==> config.mk <==
export PLATFORM = sky130hd
export DESIGN_NAME = fxp_alu_front
export DESIGN_NICKNAME = d
export VERILOG_FILES = /design/src/hdl/fxp_alu_pkg.sv /design/src/hdl/fxp_alu_front.sv
export SDC_FILE = /design/constraint.sdc
export NUM_CORES = 1
export LEC_CHECK = 0
export BUFFER_PORTS_ARGS = -buffer_cell sky130_fd_sc_hd__buf_2
export CELL_PAD_IN_SITES_DETAIL_PLACEMENT = 0
export CELL_PAD_IN_SITES_GLOBAL_PLACEMENT = 1
export CORE_ASPECT_RATIO = 2
export CORE_MARGIN = 2
export CORE_UTILIZATION = 36
export CTS_BUF_LIST = sky130_fd_sc_hd__clkbuf_4 sky130_fd_sc_hd__clkbuf_8
export DETAILED_ROUTE_END_ITERATION = 6
export PLACE_DENSITY_LB_ADDON = 0.05
export SLEW_MARGIN = 5
export SYNTH_ARGS = -nofsm -noshare
export SYNTH_HDL_FRONTEND = slang
export SYNTH_SLANG_ARGS = --single-unit
==> constraint.sdc <==
create_clock -name clock -period 2.1 [get_ports clock]
set_input_delay 0.42 -clock clock [delete_from_list [all_inputs] [get_ports clock]]
set_output_delay 0.42 -clock clock [all_outputs]
set_load 0.01 [all_outputs]
==> src/hdl/fxp_alu_pkg.sv <==
// Package: shared constants, opcodes and types for the Q24.8 fixed-point unit.
`default_nettype none
package fxp_alu_pkg;
   localparam int FRACTION_BITS_DEF = 8;
   localparam int DATA_WIDTH_DEF = 32;
   localparam int FUNC_W = 4;

   typedef enum logic [FUNC_W-1:0] {
      OP_ADD = 4'd0, OP_SUB = 4'd1, OP_MUL = 4'd2, OP_DIV = 4'd3,
      OP_GT = 4'd4, OP_LT = 4'd5, OP_GE = 4'd6, OP_LE = 4'd7,
      OP_EQ = 4'd8, OP_NE = 4'd9, OP_INC = 4'd10, OP_DEC = 4'd11,
      OP_MIN = 4'd12, OP_MAX = 4'd13, OP_TOINT = 4'd14, OP_FROMINT = 4'd15
   } op_type;
endpackage
`default_nettype wire

==> src/hdl/fxp_alu_front.sv <==
// Front end: input register slice that decodes the operation and registers operands.
`default_nettype none
module fxp_alu_front #(
   parameter int DW = fxp_alu_pkg::DATA_WIDTH_DEF
) (
   input  wire logic clock,
   input  wire logic reset,
   input  wire logic in_valid,
   output logic in_ready,
   input  wire logic [fxp_alu_pkg::FUNC_W-1:0] in_func,
   input  wire logic [DW-1:0] in_a,
   input  wire logic [DW-1:0] in_b,
   output logic out_valid,
   input  wire logic out_ready,
   output fxp_alu_pkg::op_type out_func,
   output logic [DW-1:0] out_a,
   output logic [DW-1:0] out_b
);
   logic valid_ff;
   fxp_alu_pkg::op_type func_ff;
   logic [DW-1:0] a_ff, b_ff;

   assign in_ready = !valid_ff || out_ready;
   assign out_valid = valid_ff;
   assign out_func = func_ff;
   assign out_a = a_ff;
   assign out_b = b_ff;

   always_ff @(posedge clock) begin
      if (reset) begin
         valid_ff <= 1'b0;
      end else if (in_ready) begin
         valid_ff <= in_valid;
      end
      if (in_ready && in_valid) begin
         func_ff <= fxp_alu_pkg::op_type'(in_func);
         a_ff <= in_a;
         b_ff <= in_b;
      end
   end
endmodule
`default_nettype wire

==> results of run 1 <==
area by class of cell:
type	instances	share of cell area [%]
clock buffer	12	4.748
timing repair buffer	142	23.54
inverter	1	0.1218
clock inverter	3	1.218
multi-input combinational	3	1.015
tap	61	2.476
sequential	69	66.88
metal layers:
layer	share of wire, %	up-vias
met5	0	-
met2	57	92
met4	3.8	0
met1	30	600
li1	-	596
met3	9.6	13
where the power goes:
part	internal (uW)	switching, uW
registers	1610	18.6
logic	104	119
clock network	574	433
synth_stat cells:
master	count	area, sq um
dfxtp_1	1	20.02
and2_4	1	8.760
nand2b_4	1	13.76
a21oi_2	1	8.760
inv_1	1	3.750
edfxtp_1	68	2042
per-stage QoR:
stage                     util, %  area, sq um
after floorplan                 -         2097
after global placement      51.22         2899
after detailed placement    51.22         2899
after CTS                   54.47         3083
after global routing        54.47         3083
final                       54.47         3083
registers in the layout, indices dropped and copies added (netlist names):
signal and count:
out_valid 1, out_func 4, out_a 32, out_b 32
cells by family after synthesis:
group	synth area share [%]
DFF	98.33
and+or+nand+nor	1.074
AOI/OAI and AO/OA	0.4177
buffers and inverters	0.1788
worst paths after layout:
kind | depth (start not counted) | endpoint
max | 3 | out_a[16]
min | 2 | out_valid
max reg2reg | 3 | out_a[16]
min reg2reg | 2 | out_valid
==> flow_summary.yaml, run 1 <==
grt:
  grt_pass1_wl_mm: 6.451
  grt.overflow.total: 0
  grt_max_degree: 52
  antenna_found_initial: 0
  globalRouteMet2Util_pct: 25.08
  use_met1_pct: 11.62
  grt_pass1_vias: 1425
  use_met3_pct: 5.691
  track_usage_pct: 14.37
  grt.busiest_layer: "met2"
sta:
  drv_slew: 0
  whs_ps: 235.2
  maxSlewHeadroom_pct: 82.06
  min_period_ps: 1366
  finalHoldViolCount: 0
  clock-skew-final_ps: 4.268
  tns_ps: 0
  tightest_slew_ps: 269.1
  period_share_pct: 65.06
  rsz0062_at_grt: "no"
  max_freq_mhz: 731.9
  final-setup-viol-count: 0
  setup_ws_ps: 733.7
synth:
  yosysUniqueCellTypes: 6
  synth.avg_cell_area_sq_um: 28.73
  synthCells: 73
  synth_warnings: 0
  ys_seq_elements: 69
  syn_nets: 145
  netlist_area_sq_mm: 0.002097
  ys_seq_area_share_pct: 98.33
critical_path:
  critPathLaunchType: "flop"
  crit_family: "simple AND/OR/NAND/NOR gates"
  cp_slowest_stage_delay_ps: 330
  crit_type: "flop to flop"
  critPathLaunch: "out_valid"
  path_cells: "nand2b_4 -> and2_4 -> buf_12"
  r2r_start: "out_valid"
  worstPathMaxFanout: 51
  crit_path_end_kind: "flop"
  crit_arrival_ps: 1380
  cp.required_ps: 2120
  cp.buffers_inverters: 1
  cp_slowest_cell: "dfxtp_1"
  r2r_slack_ps: 730
cells_and_area:
  syn_to_final_growth_pct: 47.02
  diodes: 0
  instances_no_fill: 291
  nFillCells: 486
  seqCellArea_sq_mm: 0.002062
  final_cell_mix: "buf_2 (141), edfxtp_1 (68), clkbuf_8 (9), clkbuf_4 (3), clkinv_1 (2)"
  final_common_cell: "buf_2"
  fin_nets: 298
  multi_input_area_sq_um: 31.28
  drive_gt1_share_pct: 68.70
placement:
  post-place-ws_ps: 512.6
  gp_congestion: 0.6902
  dp_cells: 276
  io_buffer_count: 141
cts:
  post_cts_resized: 0
  cts.sinks: 69
  cts_setup_buffers: 0
  cts_max_level: 3
  clockBufferDepth: 2
  cts_tree: "built"
  cts_buffers: 9
  cts.reportedPaths.clkPinSlew_ps: 70
  cts_root_buffer: "clkbuf_8"
  cts.hold.buffers_added: 0
  clock_latency_ps: 330
worst_hold_path:
  hold_path.class: "input port to flop"
  holdCritStartpoint: "reset"
floorplanning:
  start_util_pct: 37.05
  rows: 39
  die_h_microns: 111.9
  core-area_sq_mm: 0.005660
  io_pins: 142
  fp.dieW_microns: 57.97
  die_area_sq_mm: 0.006488
pwr:
  total_power_uw: 2858
  power_density_mw_per_mm2: 927.0
  vdd_ir_drop_max_mv: 0.7708
  p_leak_uw: 0.001344
route:
  postRouteAntennaNets: 0
  firstDrtPassIters: 4
  postRouteWirelength_mm: 4.399
  drc: 0
  drt_iter0_markers: 35
  routed_via_density: 4.471
  vias: 1301
  wire_per_inst_microns: 15.12
job:
  cap_viol_max_count: 0
outcome:
  outcome: "finished clean"
(Power assumes the default switching activity.)
==> run 2: changes to the inputs <==
Settings changed: CORE_UTILIZATION 36 to 34.
Clock period 2.1 ns to 1.3 ns, I/O delays scaled along.
==> run 2 against run 1 <==
Non-clock buffer count grew 1. Final area is essentially flat. Die area grew 5.6%. Largest cell class unchanged. Setup slack lost 570 ps. Combinational power grew 66%. Utilization shrank 3.1 points. Cell count grew 1.4%. Critical endpoint is now out_b[18]. Sequential cell count is the same. Clock-buffer cell count is the same.
==> flow_summary.yaml, run 2 (synthesis gave the netlist of run 1 again) <==
outcome:
  outcome: "finished clean"
sta:
  setup_ws_ps: 168.6
  tightest_slew_ps: 213.5
  period_share_pct: 87.03
  finalHoldViolCount: 0
  drv_slew: 0
  clock-skew-final_ps: 4.297
  min_period_ps: 1131
  final-setup-viol-count: 0
  whs_ps: 78.66
  rsz0062_at_grt: "no"
  maxSlewHeadroom_pct: 85.77
  max_freq_mhz: 883.8
pwr:
  total_power_uw: 4402
  clockPowerShare_pct: 31.9
  p_leak_uw: 0.001343
  swShare_pct: 20.36
  seq_power_share_pct: 59.7
  vdd_ir_drop_max_mv: 0.7977
  internal-power_uw: 3506
  pwr-share-comb_pct: 8.4
  power_density_mw_per_mm2: 1427
  switchingPower_uw: 896.2
critical_path:
  crit_arrival_ps: 870
  r2r_start: "out_valid"
  cp.buffers_inverters: 1
  cp_slowest_stage_delay_ps: 390
  crit_type: "flop to output port"
  critPathLaunchType: "flop"
  cp.required_ps: 1040
  path_cells: "buf_2"
  reg2reg_to: "out_a[14]"
  worstPathMaxFanout: 1
  rr_worst_depth: 3
  crit_family: "flip-flops"
  r2r_slack_ps: 180
  cp_slowest_cell: "edfxtp_1"
  crit_path_end_kind: "output port"
route:
  postRouteWirelength_mm: 4.230
  postRouteAntennaNets: 0
  drt_iter0_markers: 43
  drc: 0
  routed_via_density: 4.366
  firstDrtPassIters: 4
  wire_per_inst_microns: 14.34
  vias: 1288
cts:
  post_cts_resized: 0
  cts_root_buffer: "clkbuf_8"
  cts_setup_buffers: 0
  clockBufferDepth: 2
  cts_tree: "built"
  cts.hold.buffers_added: 0
  cts_buffers: 9
  clock_latency_ps: 330
  cts.sinks: 69
  cts.reportedPaths.clkPinSlew_ps: 60
  cts_max_level: 3
worst_hold_path:
  hold_path_depth: 2
  holdCritStartpoint: "reset"
  hold_path.class: "input port to flop"
  worstHoldEndpoint: "out_valid"
cells_and_area:
  final_cell_mix: "buf_2 (141), edfxtp_1 (68), clkbuf_8 (9), clkinv_1 (4), clkbuf_4 (3)"
  syn_to_final_growth_pct: 47.08
  instances_no_fill: 295
  fin_nets: 299
  drive_gt1_share_pct: 68.53
  diodes: 0
  final_common_cell: "buf_2"
placement:
  gp_congestion: 0.6806
  io_buffer_count: 141
  dp_cells: 279
  post-place-ws_ps: 106.9
grt:
  track_usage_pct: 13.07
  grt.overflow.total: 0
  grt_max_degree: 42
  antenna_found_initial: 0
  grt_pass1_vias: 1385
  grt_pass1_wl_mm: 6.216
floorplanning:
  die_h_microns: 115.1
  io_pins: 142
  core-area_sq_mm: 0.006006
  fp.dieW_microns: 59.53
  rows: 40
  start_util_pct: 34.92
  die_area_sq_mm: 0.006850
job:
  cap_viol_max_count: 0
-- run 2: changes by cell type in the layout (fill, tap and decap cells not counted), sizes merged --
cell,previous run,this run
clkinv,2,4
bufinv,1,0
buf,142,143
-- run 2: stage by stage --
step           setup TNS, ps  instance area [sq um]  util (%)
6_report                   0                   3084     51.35
5_1_grt                    0                   3084     51.35
4_1_cts                    0                   3084     51.35
3_5_place_dp               0                   2923     48.67
3_3_place_gp               0                   2923     48.67
2_1_floorplan          -5238                   2098         -
-- run 2: area by class of cell --
cell class	count	area [sq um]
inverter	1	3.754
fill	515	2922
multi-input combinational	3	31.28
clock buffer	12	146.4
clock inverter	4	15.01
tap	63	78.83
sequential	69	2063
timing repair buffer	143	745.7
-- run 2: worst register-to-register path: cells and delay by family (launching register included) --
family	cells	cell delay, ps
simple gates	2	240
flops	1	330
buf+inv	1	230
-- run 2: per-layer routing --
layer,vias up,part of all wire (%),track usage (%)
li1,603,-,-
met1,572,31,11.95
met2,96,52,20.66
met3,17,12,6.637
met4,0,5.2,10.81
met5,-,0,0
-- run 2: power by group through the flow --
stage	clock (uW)	combinational [uW]	sequential [uW]
after floorplan	0	47.2	2750
after global placement	0	370	2670
after detailed placement	0	379	2680
after CTS	1480	379	2630
after global routing	1550	407	2640
final	1400	371	2630
-- run 2: how the worst max path moves through the flow --
| stage | from | end | slack [ps] | cells after the start |
|---|---|---|---|---|
| detailed placement | out_ready | out_b[0] | 110 | 4 |
| floorplan | out_valid | out_a[0] | -80 | 2 |
| CTS | out_valid | in_ready | 150 | 2 |
| global placement | out_ready | out_b[0] | 130 | 4 |
| finish | out_b[18] | out_b[18] | 170 | 1 |
| global route | out_valid | out_a[23] | 130 | 3 |
==> run 3: changes to the inputs <==
Settings changed: CORE_UTILIZATION 34 to 36.
Clock period 1.3 ns to 1.4 ns, I/O delays scaled along.
==> run 3 against run 2 <==
First-iteration DRC count decreased by 2.3%. Clock skew about the same. Cell count fell by 0.34%. Hold slack improved by 6.0 ps. Largest cell class unchanged. Final area is 0.49% higher. Largest power group unchanged. Global-route usage grew 0.81 points. Sequential share of layout area fell by 0.32 points. Highest routed layer unchanged. Sequential cell count is the same. Die area decreased by 5.3%. Non-clock buffer count increased by 1.
==> flow_summary.yaml, run 3 (synthesis gave the netlist of run 1 again) <==
outcome:
  outcome: "finished clean"
cts:
  clock_latency_ps: 330
  cts.hold.buffers_added: 0
  clockBufferDepth: 2
  cts_max_level: 3
  cts_root_buffer: "clkbuf_8"
  cts.sinks: 69
  cts.reportedPaths.clkPinSlew_ps: 60
  cts_setup_buffers: 0
  cts_buffers: 9
  post_cts_resized: 0
  cts_tree: "built"
pwr:
  p_leak_uw: 0.001359
  power_density_mw_per_mm2: 1346
  vdd_ir_drop_max_mv: 0.9729
placement:
  gp_congestion: 0.6799
  io_buffer_count: 141
  post-place-ws_ps: 152.6
  dp_hpwl_mm: 3.245
cells_and_area:
  diodes: 0
  syn_to_final_growth_pct: 47.79
  nFillCells: 491
  drive_gt1_share_pct: 70.39
  final_common_cell: "buf_2"
  final_cell_mix: "buf_2 (141), edfxtp_1 (68), clkbuf_8 (9), clkbuf_4 (5)"
  fin_nets: 300
sta:
  maxSlewHeadroom_pct: 85.74
  max_freq_mhz: 854.8
  final-setup-viol-count: 0
  min_period_ps: 1170
  clock-skew-final_ps: 4.070
  rsz0062_at_grt: "no"
  finalHoldViolCount: 0
  tightest_slew_ps: 213.9
  setup_ws_ps: 230.1
  drv_slew: 0
  period_share_pct: 83.56
  tns_ps: 0
floorplanning:
  start_util_pct: 37.05
  die_area_sq_mm: 0.006488
  die_h_microns: 111.9
  core-area_sq_mm: 0.005660
  io_pins: 142
  fp.dieW_microns: 57.97
  rows: 39
grt:
  grt.overflow.total: 0
  grt_pass1_wl_mm: 6.203
  track_usage_pct: 13.88
  grt_pass1_vias: 1359
  grt_max_degree: 30
  antenna_found_initial: 0
critical_path:
  crit_path_end_kind: "output port"
  worstPathMaxFanout: 3
  critPathLaunchType: "flop"
  cp.required_ps: 1120
  crit_arrival_ps: 890
  crit_type: "flop to output port"
route:
  drc: 0
  drt_iter0_markers: 42
  postRouteAntennaNets: 0
  wire_per_inst_microns: 14.72
  routed_via_density: 4.361
  firstDrtPassIters: 4
  vias: 1282
  postRouteWirelength_mm: 4.329
job:
  cap_viol_max_count: 0
worst_hold_path:
  hold_path.class: "input port to flop"
## run 3: cell types whose count changed in the layout (fill, tap and decap cells not counted)
cell / change
clkinv_1: -4
clkbuf_4: +2
clkinv_2: +2
buf_4: +1
## run 3: layout make-up
cell class | instances | area [sq um] | share of cell area [%]
clock inverter | 2 | 10.01 | 0.3230
sequential | 69 | 2063 | 66.57
tap | 61 | 76.32 | 2.463
multi-input combinational | 3 | 31.28 | 1.009
timing repair buffer | 144 | 753.2 | 24.30
inverter | 1 | 3.754 | 0.1211
clock buffer | 14 | 161.4 | 5.208
## run 3: final timing paths
path	from	end	slack (ps)	cells past startpoint
worst max-delay path	out_valid	in_ready	230	2
worst min-delay path	reset	out_valid	80	2
worst max register to register	out_valid	out_b[20]	250	3
worst min register to register	out_valid	out_valid	490	2
## run 3: where the power goes
part	internal [uW]	leakage (uW)	switching [uW]
clock	737	0.0000955	648
combinational	165	0.000597	182
sequential	2410	0.000666	26.1
total	3320	0.00136	857
## run 3: critical path, cell delays in order (launching register included)
cell and delay [ps]:
dfxtp_2 350, nand2b_4 60, buf_2 140
## run 3: stage by stage
| stage | area [sq um] | total power (uW) | hold slack (ps) | instances | util, % |
|---|---|---|---|---|---|
| after detailed placement | 2928 | 2839 | 437.4 | 278 | 51.72 |
| after floorplan | 2098 | 2600 | 335.1 | 73 | - |
| final | 3099 | 4172 | 84.69 | 294 | 54.75 |
| after global routing | 3099 | 4353 | 68.44 | 294 | 54.75 |
| after CTS | 3099 | 4242 | 60.72 | 294 | 54.75 |
| after global placement | 2928 | 2827 | 434.3 | 278 | 51.72 |
## run 3: routing by layer
layer  vias to the layer above  routed length, microns  GRT usage (%)
li1                        601                       -              -
met1                       562                    1344          11.80
met2                       101                    2214          21.82
met3                        18                     571          8.246
met4                         0                     199          11.78
met5                         -                       0              0
